**src/sm83a_pkg.sv**
```systemverilog
// Shared types and constants for the SM83 ALU block.
package sm83a_pkg;

  // Operation codes.
  typedef enum logic [4:0] {
    OP_INC16  = 5'd0,
    OP_DEC16  = 5'd1,
    OP_INC8   = 5'd2,
    OP_DEC8   = 5'd3,
    OP_BIT    = 5'd4,
    OP_SET    = 5'd5,
    OP_RES    = 5'd6,
    OP_RL     = 5'd7,
    OP_RR     = 5'd8,
    OP_RLC    = 5'd9,
    OP_RRC    = 5'd10,
    OP_SLA    = 5'd11,
    OP_SRA    = 5'd12,
    OP_SRL    = 5'd13,
    OP_SWAP   = 5'd14,
    OP_ADD8   = 5'd15,
    OP_ADD16  = 5'd16,
    OP_OFFS16 = 5'd17,
    OP_SUB8   = 5'd18,
    OP_CP     = 5'd19,
    OP_AND    = 5'd20,
    OP_OR     = 5'd21,
    OP_XOR    = 5'd22
  } alu_mode_t;

  // Flag bit positions inside a 4-bit flag word / affect mask.
  localparam int unsigned FLAG_Z = 3;
  localparam int unsigned FLAG_N = 2;
  localparam int unsigned FLAG_H = 1;
  localparam int unsigned FLAG_C = 0;

  localparam logic [3:0] MASK_NONE = 4'b0000;
  localparam logic [3:0] MASK_ZNH  = 4'b1110;
  localparam logic [3:0] MASK_NHC  = 4'b0111;
  localparam logic [3:0] MASK_ALL  = 4'b1111;

  localparam logic [3:0] NIB_MAX = 4'hf;

  typedef struct packed {
    logic [4:0]        mode;
    logic [15:0]       operand_a;
    logic [15:0]       operand_b;
    logic signed [7:0] offset;
    logic [2:0]        bit_index;
    logic              carry_in;
    logic              check_zero;
  } in_item_t;

  typedef struct packed {
    logic [15:0] result;
    logic        flag_zero;
    logic        flag_subtract;
    logic        flag_half;
    logic        flag_carry;
    logic [3:0]  affect_mask;
  } out_item_t;

endpackage

```
**src/sm83a_in_if.sv**
```systemverilog
// Input channel interface: valid/ready handshake with the operation fields.
interface sm83a_in_if;
  logic              valid;
  logic              ready;
  logic [4:0]        mode;
  logic [15:0]       operand_a;
  logic [15:0]       operand_b;
  logic signed [7:0] offset;
  logic [2:0]        bit_index;
  logic              carry_in;
  logic              check_zero;

  modport source (
    output valid, mode, operand_a, operand_b, offset, bit_index, carry_in, check_zero,
    input  ready
  );
  modport sink (
    input  valid, mode, operand_a, operand_b, offset, bit_index, carry_in, check_zero,
    output ready
  );
endinterface

```
**src/sm83a_out_if.sv**
```systemverilog
// Result channel interface: valid/ready handshake with result and flags.
interface sm83a_out_if;
  logic        valid;
  logic        ready;
  logic [15:0] result;
  logic        flag_zero;
  logic        flag_subtract;
  logic        flag_half;
  logic        flag_carry;
  logic [3:0]  affect_mask;

  modport source (
    output valid, result, flag_zero, flag_subtract, flag_half, flag_carry, affect_mask,
    input  ready
  );
  modport sink (
    input  valid, result, flag_zero, flag_subtract, flag_half, flag_carry, affect_mask,
    output ready
  );
endinterface

```
**src/sm83a_alu.sv**
```systemverilog
// Combinational SM83 ALU datapath: result, flags and affect mask for one op.
module sm83a_alu
  import sm83a_pkg::*;
(
  input  in_item_t  item,
  output out_item_t res
);

  logic [7:0]  a8;
  logic [7:0]  b8;
  logic [7:0]  e8;
  logic        cin;
  logic        cin_sub;
  logic [7:0]  r8;
  logic [15:0] r16;
  logic        wide;
  logic        zchk;
  logic [3:0]  flags;
  logic [3:0]  mask;
  logic [3:0]  flags_all;
  logic [8:0]  add8_sum;
  logic [4:0]  add8_nib;
  logic [16:0] add16_sum;
  logic [12:0] add16_low;
  logic [4:0]  offs_nib;
  logic [8:0]  offs_byte;
  logic [8:0]  sub_diff;
  logic [4:0]  sub_nib;

  assign a8  = item.operand_a[7:0];
  assign b8  = item.operand_b[7:0];
  assign e8  = item.offset;
  assign cin = item.carry_in;
  assign cin_sub = (alu_mode_t'(item.mode) == OP_CP) ? 1'b0 : cin;

  assign add8_sum  = {1'b0, a8} + {1'b0, b8} + {8'd0, cin};
  assign add8_nib  = {1'b0, a8[3:0]} + {1'b0, b8[3:0]} + {4'd0, cin};
  assign add16_sum = {1'b0, item.operand_a} + {1'b0, item.operand_b};
  assign add16_low = {1'b0, item.operand_a[11:0]} + {1'b0, item.operand_b[11:0]};
  assign offs_nib  = {1'b0, item.operand_a[3:0]} + {1'b0, e8[3:0]};
  assign offs_byte = {1'b0, item.operand_a[7:0]} + {1'b0, e8};
  // Borrow out appears as the top bit of the widened difference.
  assign sub_diff  = {1'b0, a8} - {1'b0, b8} - {8'd0, cin_sub};
  assign sub_nib   = {1'b0, a8[3:0]} - {1'b0, b8[3:0]} - {4'd0, cin_sub};

  always_comb begin
    r8    = 8'd0;
    r16   = 16'd0;
    wide  = 1'b0;
    zchk  = 1'b0;
    flags = 4'd0;
    mask  = MASK_NONE;
    unique case (alu_mode_t'(item.mode))
      OP_INC16: begin
        wide = 1'b1;
        r16  = item.operand_a + 16'd1;
      end
      OP_DEC16: begin
        wide = 1'b1;
        r16  = item.operand_a - 16'd1;
      end
      OP_INC8: begin
        r8 = a8 + 8'd1;
        flags[FLAG_H] = (a8[3:0] == NIB_MAX);
        zchk = 1'b1;
        mask = MASK_ZNH;
      end
      OP_DEC8: begin
        r8 = a8 - 8'd1;
        flags[FLAG_N] = 1'b1;
        flags[FLAG_H] = (a8[3:0] == 4'd0);
        zchk = 1'b1;
        mask = MASK_ZNH;
      end
      OP_BIT: begin
        r8 = a8;
        flags[FLAG_H] = 1'b1;
        flags[FLAG_Z] = ~a8[item.bit_index];
        mask = MASK_ZNH;
      end
      OP_SET: r8 = a8 | (8'd1 << item.bit_index);
      OP_RES: r8 = a8 & ~(8'd1 << item.bit_index);
      OP_RL: begin
        r8 = {a8[6:0], cin};
        flags[FLAG_C] = a8[7];
        zchk = item.check_zero;
        mask = MASK_ALL;
      end
      OP_RR: begin
        r8 = {cin, a8[7:1]};
        flags[FLAG_C] = a8[0];
        zchk = item.check_zero;
        mask = MASK_ALL;
      end
      OP_RLC: begin
        r8 = {a8[6:0], a8[7]};
        flags[FLAG_C] = a8[7];
        zchk = item.check_zero;
        mask = MASK_ALL;
      end
      OP_RRC: begin
        r8 = {a8[0], a8[7:1]};
        flags[FLAG_C] = a8[0];
        zchk = item.check_zero;
        mask = MASK_ALL;
      end
      OP_SLA: begin
        r8 = {a8[6:0], 1'b0};
        flags[FLAG_C] = a8[7];
        zchk = 1'b1;
        mask = MASK_ALL;
      end
      OP_SRA: begin
        r8 = {a8[7], a8[7:1]};
        flags[FLAG_C] = a8[0];
        zchk = 1'b1;
        mask = MASK_ALL;
      end
      OP_SRL: begin
        r8 = {1'b0, a8[7:1]};
        flags[FLAG_C] = a8[0];
        zchk = 1'b1;
        mask = MASK_ALL;
      end
      OP_SWAP: begin
        r8 = {a8[3:0], a8[7:4]};
        zchk = 1'b1;
        mask = MASK_ALL;
      end
      OP_ADD8: begin
        r8 = add8_sum[7:0];
        flags[FLAG_H] = add8_nib[4];
        flags[FLAG_C] = add8_sum[8];
        zchk = 1'b1;
        mask = MASK_ALL;
      end
      OP_ADD16: begin
        wide = 1'b1;
        r16  = add16_sum[15:0];
        flags[FLAG_H] = add16_low[12];
        flags[FLAG_C] = add16_sum[16];
        mask = MASK_NHC;
      end
      OP_OFFS16: begin
        wide = 1'b1;
        r16  = item.operand_a + {{8{e8[7]}}, e8};
        flags[FLAG_H] = offs_nib[4];
        flags[FLAG_C] = offs_byte[8];
        mask = MASK_ALL;
      end
      OP_SUB8, OP_CP: begin
        r8 = (alu_mode_t'(item.mode) == OP_CP) ? a8 : sub_diff[7:0];
        flags[FLAG_N] = 1'b1;
        flags[FLAG_H] = sub_nib[4];
        flags[FLAG_C] = sub_diff[8];
        flags[FLAG_Z] = (sub_diff[7:0] == 8'd0);
        mask = MASK_ALL;
      end
      OP_AND: begin
        r8 = a8 & b8;
        flags[FLAG_H] = 1'b1;
        zchk = 1'b1;
        mask = MASK_ALL;
      end
      OP_OR: begin
        r8 = a8 | b8;
        zchk = 1'b1;
        mask = MASK_ALL;
      end
      OP_XOR: begin
        r8 = a8 ^ b8;
        zchk = 1'b1;
        mask = MASK_ALL;
      end
      default: begin
        wide = 1'b1;
        r16  = 16'd0;
      end
    endcase
  end

  always_comb begin
    flags_all = flags;
    if (zchk && (r8 == 8'd0)) begin
      flags_all[FLAG_Z] = 1'b1;
    end
    flags_all = flags_all & mask;
    res.result        = wide ? r16 : {8'd0, r8};
    res.flag_zero     = flags_all[FLAG_Z];
    res.flag_subtract = flags_all[FLAG_N];
    res.flag_half     = flags_all[FLAG_H];
    res.flag_carry    = flags_all[FLAG_C];
    res.affect_mask   = mask;
  end

endmodule

```
**src/sm83_alu_with_flags_unit.sv**
```systemverilog
// Top level of the SM83 ALU: input register, ALU datapath, result register.
//
//  channel | dir | handshake          | payload
//  --------+-----+--------------------+------------------------------------------------
//  in_ch   | in  | valid/ready        | mode, operand_a/b, offset, bit_index, carry_in,
//          |     |                    | check_zero
//  out_ch  | out | valid/ready        | result, flag_zero/subtract/half/carry,
//          |     |                    | affect_mask
//
// An accepted input passes the input register, then the ALU and the output register, before it is
// offered on out_ch; throughput is one transaction per cycle while out_ch is not stalled,
// set by the single ALU pass between the two registers.
// Reset (rst_n low, synchronous) empties both stages; payload regs are not reset.
// A stalled result holds in the output register; the input register keeps
// accepting as long as the output register is free or draining this cycle.
module sm83_alu_with_flags_unit
  import sm83a_pkg::*;
(
  input  logic        clk,
  input  logic        rst_n,
  sm83a_in_if.sink    in_ch,
  sm83a_out_if.source out_ch
);

  // Stage 1: captured input item.
  in_item_t  s1_item_r;
  logic      s1_vld_r;
  logic      s1_vld_nxt;
  // Stage 2: registered ALU result.
  out_item_t s2_item_r;
  logic      s2_vld_r;
  logic      s2_vld_nxt;

  in_item_t  in_item;
  out_item_t alu_res;
  logic      in_fire;
  logic      s2_load;
  logic      s1_adv;

  assign in_item.mode       = in_ch.mode;
  assign in_item.operand_a  = in_ch.operand_a;
  assign in_item.operand_b  = in_ch.operand_b;
  assign in_item.offset     = in_ch.offset;
  assign in_item.bit_index  = in_ch.bit_index;
  assign in_item.carry_in   = in_ch.carry_in;
  assign in_item.check_zero = in_ch.check_zero;

  // Output register can take a new result when empty or being drained.
  assign s2_load = ~s2_vld_r | out_ch.ready;
  assign s1_adv  = s1_vld_r & s2_load;
  assign in_ch.ready = ~s1_vld_r | s2_load;
  assign in_fire = in_ch.valid & in_ch.ready;

  assign s1_vld_nxt = in_fire | (s1_vld_r & ~s2_load);
  assign s2_vld_nxt = s1_adv | (s2_vld_r & ~out_ch.ready);

  sm83a_alu u_alu (
    .item (s1_item_r),
    .res  (alu_res)
  );

  always_ff @(posedge clk) begin
    if (!rst_n) begin
      s1_vld_r <= 1'b0;
      s2_vld_r <= 1'b0;
    end else begin
      s1_vld_r <= s1_vld_nxt;
      s2_vld_r <= s2_vld_nxt;
    end
  end

  // Payload registers: load only on transaction, no reset needed.
  always_ff @(posedge clk) begin
    if (in_fire) begin
      s1_item_r <= in_item;
    end
    if (s1_adv) begin
      s2_item_r <= alu_res;
    end
  end

  assign out_ch.valid         = s2_vld_r;
  assign out_ch.result        = s2_item_r.result;
  assign out_ch.flag_zero     = s2_item_r.flag_zero;
  assign out_ch.flag_subtract = s2_item_r.flag_subtract;
  assign out_ch.flag_half     = s2_item_r.flag_half;
  assign out_ch.flag_carry    = s2_item_r.flag_carry;
  assign out_ch.affect_mask   = s2_item_r.affect_mask;

  // A held stage-1 item must stay put until it moves into the output register.
  a_s1_hold: assert property (@(posedge clk) disable iff (!rst_n)
    (s1_vld_r && !s2_load) |=> (s1_vld_r && $stable(s1_item_r)))
    else $error("stage 1 item lost or changed while blocked");

  // An item moving forward always lands in the output register.
  a_s1_to_s2: assert property (@(posedge clk) disable iff (!rst_n)
    s1_adv |=> s2_vld_r)
    else $error("advanced item missing from output register");

  // Flags outside the affect mask are always cleared.
  a_flag_mask: assert property (@(posedge clk) disable iff (!rst_n)
    s2_vld_r |-> ((~s2_item_r.affect_mask &
                   {s2_item_r.flag_zero, s2_item_r.flag_subtract,
                    s2_item_r.flag_half, s2_item_r.flag_carry}) == 4'd0))
    else $error("flag set outside affect mask");

  // Unused operation codes produce an all-zero result.
  a_unused_mode: assert property (@(posedge clk) disable iff (!rst_n)
    (s1_adv && (s1_item_r.mode > OP_XOR)) |=>
      ((s2_item_r.result == 16'd0) && (s2_item_r.affect_mask == MASK_NONE)))
    else $error("unused op code gave nonzero output");

endmodule
```
**src/flat_wrapper.sv**
```systemverilog
// flat-port wrapper written by rule: the top's interface ports become plain ports
module sm83_alu_with_flags_unit_flat import sm83a_pkg::*;
  (clk, rst_n, in_ch_valid, in_ch_mode, in_ch_operand_a, in_ch_operand_b, in_ch_offset, in_ch_bit_index, in_ch_carry_in, in_ch_check_zero, in_ch_ready, out_ch_valid, out_ch_result, out_ch_flag_zero, out_ch_flag_subtract, out_ch_flag_half, out_ch_flag_carry, out_ch_affect_mask, out_ch_ready);
  sm83a_in_if in_ch_i ();
  sm83a_out_if out_ch_i ();
  input  logic clk;
  input  logic rst_n;
  input wire logic [$bits(in_ch_i.valid)-1:0] in_ch_valid;
  input wire logic [$bits(in_ch_i.mode)-1:0] in_ch_mode;
  input wire logic [$bits(in_ch_i.operand_a)-1:0] in_ch_operand_a;
  input wire logic [$bits(in_ch_i.operand_b)-1:0] in_ch_operand_b;
  input wire logic [$bits(in_ch_i.offset)-1:0] in_ch_offset;
  input wire logic [$bits(in_ch_i.bit_index)-1:0] in_ch_bit_index;
  input wire logic [$bits(in_ch_i.carry_in)-1:0] in_ch_carry_in;
  input wire logic [$bits(in_ch_i.check_zero)-1:0] in_ch_check_zero;
  output wire logic [$bits(in_ch_i.ready)-1:0] in_ch_ready;
  output wire logic [$bits(out_ch_i.valid)-1:0] out_ch_valid;
  output wire logic [$bits(out_ch_i.result)-1:0] out_ch_result;
  output wire logic [$bits(out_ch_i.flag_zero)-1:0] out_ch_flag_zero;
  output wire logic [$bits(out_ch_i.flag_subtract)-1:0] out_ch_flag_subtract;
  output wire logic [$bits(out_ch_i.flag_half)-1:0] out_ch_flag_half;
  output wire logic [$bits(out_ch_i.flag_carry)-1:0] out_ch_flag_carry;
  output wire logic [$bits(out_ch_i.affect_mask)-1:0] out_ch_affect_mask;
  input wire logic [$bits(out_ch_i.ready)-1:0] out_ch_ready;
  assign in_ch_i.valid = in_ch_valid;
  assign in_ch_i.mode = in_ch_mode;
  assign in_ch_i.operand_a = in_ch_operand_a;
  assign in_ch_i.operand_b = in_ch_operand_b;
  assign in_ch_i.offset = in_ch_offset;
  assign in_ch_i.bit_index = in_ch_bit_index;
  assign in_ch_i.carry_in = in_ch_carry_in;
  assign in_ch_i.check_zero = in_ch_check_zero;
  assign in_ch_ready = in_ch_i.ready;
  assign out_ch_valid = out_ch_i.valid;
  assign out_ch_result = out_ch_i.result;
  assign out_ch_flag_zero = out_ch_i.flag_zero;
  assign out_ch_flag_subtract = out_ch_i.flag_subtract;
  assign out_ch_flag_half = out_ch_i.flag_half;
  assign out_ch_flag_carry = out_ch_i.flag_carry;
  assign out_ch_affect_mask = out_ch_i.affect_mask;
  assign out_ch_i.ready = out_ch_ready;
  sm83_alu_with_flags_unit u_core (.clk(clk), .rst_n(rst_n), .in_ch(in_ch_i), .out_ch(out_ch_i));
endmodule
```
**config.mk**
```make
export PLATFORM = sky130hd
export DESIGN_NAME = sm83_alu_with_flags_unit_flat
export DESIGN_NICKNAME = d
export VERILOG_FILES = /design/src/sm83a_pkg.sv /design/src/sm83a_in_if.sv /design/src/sm83a_out_if.sv /design/src/sm83a_alu.sv /design/src/sm83_alu_with_flags_unit.sv /design/src/flat_wrapper.sv
export SDC_FILE = /design/constraint.sdc
export NUM_CORES = 1
export LEC_CHECK = 0
export ABC_AREA = 1
export ABC_CLOCK_PERIOD_IN_PS = 3920
export BUFFER_PORTS_ARGS = -buffer_cell sky130_fd_sc_hd__buf_2
export CAP_MARGIN = 10
export CORE_MARGIN = 2
export CORE_UTILIZATION = 40
export DETAILED_ROUTE_END_ITERATION = 16
export PLACE_DENSITY = 0.66
export SYNTH_ARGS = -nofsm -noshare
export SYNTH_HDL_FRONTEND = slang
export SYNTH_SLANG_ARGS = --single-unit
```
**constraint.sdc**
```tcl
create_clock -name clk -period 3.92 [get_ports clk]
set_clock_uncertainty 0.15 [all_clocks]
set_input_delay 0.588 -clock clk [delete_from_list [all_inputs] [get_ports clk]]
set_output_delay 0.588 -clock clk [all_outputs]
set_load 0.02 [all_outputs]
```
; ---- After elaboration in Yosys (flattened, before gate mapping)
; Cells that the tools add are included.
[totals]
ff_bits = 76
latch_bits = 0
ramBits = 0
romBits = 0
inputBits = 54
elab_cells = 107
mem_count = 0
[op_classes]
n_addsub = 17
mul = 0
div = 0
magnitude_cmp = 1
eq_ne = 23
n_shift = 1
mux = 14
bitwise = 20
reduce_logical = 15
[op_table]
columns = operator, count
row1 = one-hot mux 8 bit (18 select lines), 1
row2 = one-hot mux 16 bit (4 select lines), 1
row3 = == test 5 x 4 -> 1 bit (second input constant), 8
row4 = == test 5 bit (second input constant), 7
row5 = == test 5 x 3 -> 1 bit (second input constant), 4
row6 = OR reduction 19 bit, 1
row7 = adder 8 x 8 -> 9 bit, 2
row8 = adder 16 x 16 -> 17 bit, 1
row9 = adder 16 x 1 -> 16 bit (second input constant), 1
row10 = adder 16 bit, 1
row11 = bitwise AND 8 bit, 2
row12 = logical NOT 8 bit, 2
row13 = 2-to-1 mux 8 bit, 2
row14 = bitwise OR 8 bit, 2
row15 = subtractor 16 x 1 -> 16 bit (second input constant), 1
row16 = OR reduction 15 bit, 1
row17 = adder 12 x 12 -> 13 bit, 1
row18 = one-hot mux 4 bit (3 select lines), 1
row19 = adder 4 x 4 -> 5 bit, 2
row20 = == test 5 x 2 -> 1 bit (second input constant), 2
row21 = OR reduction 10 bit, 1
row22 = adder 9 x 1 -> 9 bit, 1
row23 = OR reduction 3 bit, 3
row24 = subtractor 8 x 8 -> 9 bit, 1
row25 = other kinds (26), 42

; ---- Logic depth before layout (Yosys ltp)
[logic_depth]
depth_word = 9
ltp_mapped = 20
mapped_depth_nobuf = 20

; ---- Hierarchy
; Synthesis repeated with hierarchy kept, for this count alone.
[unflattened]
cells_unflattened = 890
area_unflattened_um2 = 6675.2
[modules_own_cells]
columns = module, n_inst, cells_each, area_per_inst_um2, seq_area_each_um2
row1 = sm83a_alu, 1, 803, 4357.9, 0.0
row2 = sm83_alu_with_flags_unit, 1, 87, 2317.2, 2262.2

; ---- Least setup slack after synthesis
; Ideal clock, no wire load.
[synth_timing]
kind = register to register
start = reg u_core.s1_item_r[48] in the netlist's numbering
end = reg u_core.s2_item_r (netlist bit u_core.out_ch.result[14]) (data pin)
arrival_time_ps = 2785
t_required_ps = 3514
path_slack_ps = 729
path_stages_with_launch = 21
path_cell_list = edfxtp_1 nor2_2 inv_1 nor2_1 inv_1 nor2_1 nand2_1 ha_1 fa_1 nand2_1 nand2_1 nand2_1 nand2_1 nand3_1 nand3_1 nand2_1 nand2_1 a21oi_1 xor2_1 nand2_1 nand2_1
[synth_between]
elab_chain_cells = 2
word_cells_on_any_way = 25
classes_between = 22 x eq/ne / 1 x mux / 2 x reduce/logical
[synth_rtl]
columns = element, line_no
row1 = "start, declared", sm83_alu_with_flags_unit.sv:26  ; in_item_t s1_item_r;
row2 = "start signal, assigned", sm83_alu_with_flags_unit.sv:75  ; s1_item_r <= in_item;
row3 = == test 5 bit (tied with other cells), sm83a_alu.sv:53  ; unique case (alu_mode_t'(item.mode))
row4 = OR reduction 19 bit (no source line) or one-hot mux 16 bit (4 select lines) (tied branches), --
row5 = "end signal, assigned", sm83_alu_with_flags_unit.sv:78  ; s2_item_r <= alu_res;
row6 = "end, declared", sm83_alu_with_flags_unit.sv:30  ; out_item_t s2_item_r;
; Parallel ways exist; a longest one is shown, timed or not.
; A chain may end at the register's enable or synchronous reset.

; ---- Worst setup path after layout
; Ends and elaborated chain as after synthesis.

==> run_results.csv <==
group,metric,value,unit
global_route,grt_use_total,24.0,%
floorplan,die_h,132,µm
place,dpl.cell_count,1182,
clock_tree,cts_sinks,75,
logic_synthesis,synthesis.nets,1006,
cells_and_area,syn2layout_area_growth,15.5,%
sta,fin_crit,3480,ps
cells_and_area,fillCellCount,1638,
logic_synthesis,ys_seq_elements,75,
floorplan,io_pins,80,
place,io_buffers,79,
logic_synthesis,synth_common_cells,"nand2_1, inv_1, nor2_1, nand3_1, a21oi_1",
cells_and_area,diodes,0,
floorplan,num_rows,46,
clock_tree,h-tree-depth,3,
place,hpwl,16.2,mm
sta,worst_slack,439,ps
global_route,grt_max_degree,51,
setup_path,start_kind,"register",
sta,relSlewSlack,32.2,%
global_route,globalRouteOverflowTotal,0,
sta,fin_crit_sh,88.8,%
clock_tree,clock_latency,340,ps
clock_tree,cts_tree,"built",
run,max-cap-violations,0,
status,status,"finished, final reports clean",
logic_synthesis,netlist_area,6500,µm²
detailed_routing,routed_wl,20.6,mm
logic_synthesis,synth_top_area_share,33.7,%
setup_path,required,3870,ps
detailed_routing,routedWlPerCell,17.2,µm
floorplan,die-area,17300,µm²
setup_path,cp-end-kind,"register",
detailed_routing,remaining_drc_errors,0,
logic_synthesis,ys.flop_type,"edfxtp_1",
detailed_routing,drt_pass1_iterations,5,
place,gp_congestion,1.02,
clock_tree,clock_path_buffers,2,
sta,finalSetupTns,0,ps
logic_synthesis,ys_top_cells_by_area,"edfxtp_1, nand2_1, ha_1",
floorplan,chipWidth,132,µm
cells_and_area,seq_area,2230,µm²
power,peakVddDrop,0.265,mV
detailed_routing,num_vias,6468,
place,pre_cts_ws,331,ps
sta,finalHoldViolations,0,
clock_tree,cts_setup_buffers,0,
clock_tree,post_cts_resized,0,
hold_path,hp-start,"in_ch_operand_b[3]",
clock_tree,clock-root-buffer,"clkbuf_16",
cells_and_area,multi_input_area,3810,µm²
clock_tree,cts_buffers,9,
sta,clock.fmax,287,MHz
floorplan,core-area,15900,µm²
hold_path,worst_hold_path_type,"in2reg",
logic_synthesis,synth-edff-count,73,
logic_synthesis,synth_cells,887,
floorplan,initial_utilization,40.9,%
cells_and_area,finalCoreUtilization,47.3,%
setup_path,crit_type,"reg2reg",
sta,rsz0062_at_grt,"no",
setup_path,arrival,3430,ps
logic_synthesis,synth.most_common_cell,"nand2_1",
detailed_routing,ant_nets,0,
setup_path,setup.worst_path.start,"u_core.s1_item_r[48]$_DFFE_PP_",
cells_and_area,drive_above_1_share,13.5,%
setup_path,reg2reg_from,"u_core.s1_item_r[48]$_DFFE_PP_",
setup_path,cp_max_fo,7,
sta,setup_viol,0,
clock_tree,path_clk_slew,60,ps
detailed_routing,viasPerCell,5.40,
logic_synthesis,synth_top_cell_by_area,"edfxtp_1",
cells_and_area,stdcell_count,1198,
logic_synthesis,ys_warn_count,0,
power,powerDensity,324,nW/µm²
cells_and_area,nets,1096,
global_route,antenna_found_initial,0,
logic_synthesis,synth_seq_area_share,34.3,%
global_route,grt_pass1_vias,6012,
clock_tree,cts_hold_buf,0,
power,leakage,3.64,nW
logic_synthesis,ys_async_sr_fraction,0,%
logic_synthesis,ys_types,44,
logic_synthesis,synth_area_per_cell,7.33,µm²
global_route,grt_pass1_wl,32.4,mm
detailed_routing,detail_route.iter0.violations,700,
sta,finalMaxSlewViolations,0,
sta,worstMarginPinSlew,1010,ps
==> sequential cells by signal, indices dropped and copies added (netlist names) <==
name                         cells
u_core.out_ch.flag_half          1
u_core.s1_vld_r                  1
u_core.out_ch.result            16
u_core.out_ch.affect_mask        3
u_core.out_ch.flag_carry         1
u_core.out_ch.valid              1
u_core.out_ch.flag_subtract      1
u_core.s1_item_r                50
u_core.out_ch.flag_zero          1
==> logic make-up (layout without fill, tap and decap cells) <==
kind of cell	count (synthesis)	count (layout)	share of synthesized area, %
AOI/OAI and AO/OA	146	146	12.6
adders and majority gates	65	65	13.3
and+or+nand+nor	467	467	30.9
xor gates and xnor gates	12	12	1.62
buffers and inverters	122	217	7.23
DFF	75	75	34.3
==> layer usage <==
| layer | share of wire [%] | global-route usage [%] | up-vias |
|---|---|---|---|
| met5 | 0 | 0 | - |
| met2 | 42 | 35.3 | 296 |
| met4 | 2.1 | 7.07 | 0 |
| met3 | 9.0 | 5.83 | 33 |
| li1 | - | - | 3204 |
| met1 | 47 | 34.6 | 2935 |
==> report_power, final <==
part	switching (W)	leakage [nW]	total [W]	internal (W)
registers	0.0000396	0.731	0.000980	0.000940
clock network	0.000329	0.140	0.000822	0.000493
logic	0.000421	2.77	0.000633	0.000211
total	0.000790	3.64	0.00243	0.00164
==> stage by stage <==
stage | hold slack (ps) | power [W] | cell area (µm²)
final | 268 | 0.00243 | 7510
after global routing | 248 | 0.00256 | 7510
after CTS | 252 | 0.00244 | 7500
after detailed placement | 331 | 0.00161 | 7210
after global placement | 331 | 0.00161 | 7210
after floorplan | 297 | 0.00141 | 6500
==> worst paths after layout <==
check	to	slack (ps)	depth (start not counted)
worst max register to register	u_core.out_ch.result[14]$_SDFFCE_PN0P_	440	20
worst max-delay path	u_core.out_ch.result[14]$_SDFFCE_PN0P_	440	20
worst min-delay path	u_core.s1_item_r[16]$_DFFE_PP_	270	1
worst min register to register	u_core.out_ch.valid$_SDFF_PN0_	340	2
==> cell usage in the layout (no fill, tap or decap), types with 2 or more instances in the layout <==
cell / count
nand2_1: 230
inv_1: 105
nor2_1: 91
nand3_1: 84
buf_2: 79
a21oi_1: 73
edfxtp_1: 73
ha_1: 58
o21ai_0: 40
nand4_1: 22
buf_4: 13
or2_2: 12
nor3_1: 12
xor2_1: 10
clkbuf_16: 9
o211ai_1: 7
fa_1: 7
a31oi_1: 5
inv_2: 4
nand3b_1: 4
o22ai_1: 3
nor2_4: 2
nor2_2: 2
nor4_1: 2
and2_1: 2
xnor2_1: 2
a221o_1: 2
o31ai_1: 2
o21bai_1: 2
a21o_1: 2
a22oi_1: 2
dfxtp_1: 2
==> area by class of cell <==
class	count	area share, %
inverter	109	5.45
sequential	75	29.7
clock buffer	10	3.05
multi-input combinational	690	50.8
clock inverter	6	0.850
tap	216	3.60
timing repair buffer	92	6.56
==> worst max-delay path, stage by stage (launching register included) <==
cell and delay (ps):
edfxtp_1 510, nor2_4 240, inv_1 110, nor2_1 210, inv_1 160, nor2_2 160, nand2_1 80, ha_1 200
fa_1 380, nand2_1 90, nand2_1 60, nand2_1 60, nand2_1 120, nand3_1 100, nand3_1 130, nand2_1 90
nand2_1 50, a21oi_1 150, xor2_1 80, nand2_1 60, nand2_1 50
Power figures use the tool's default switching activity.
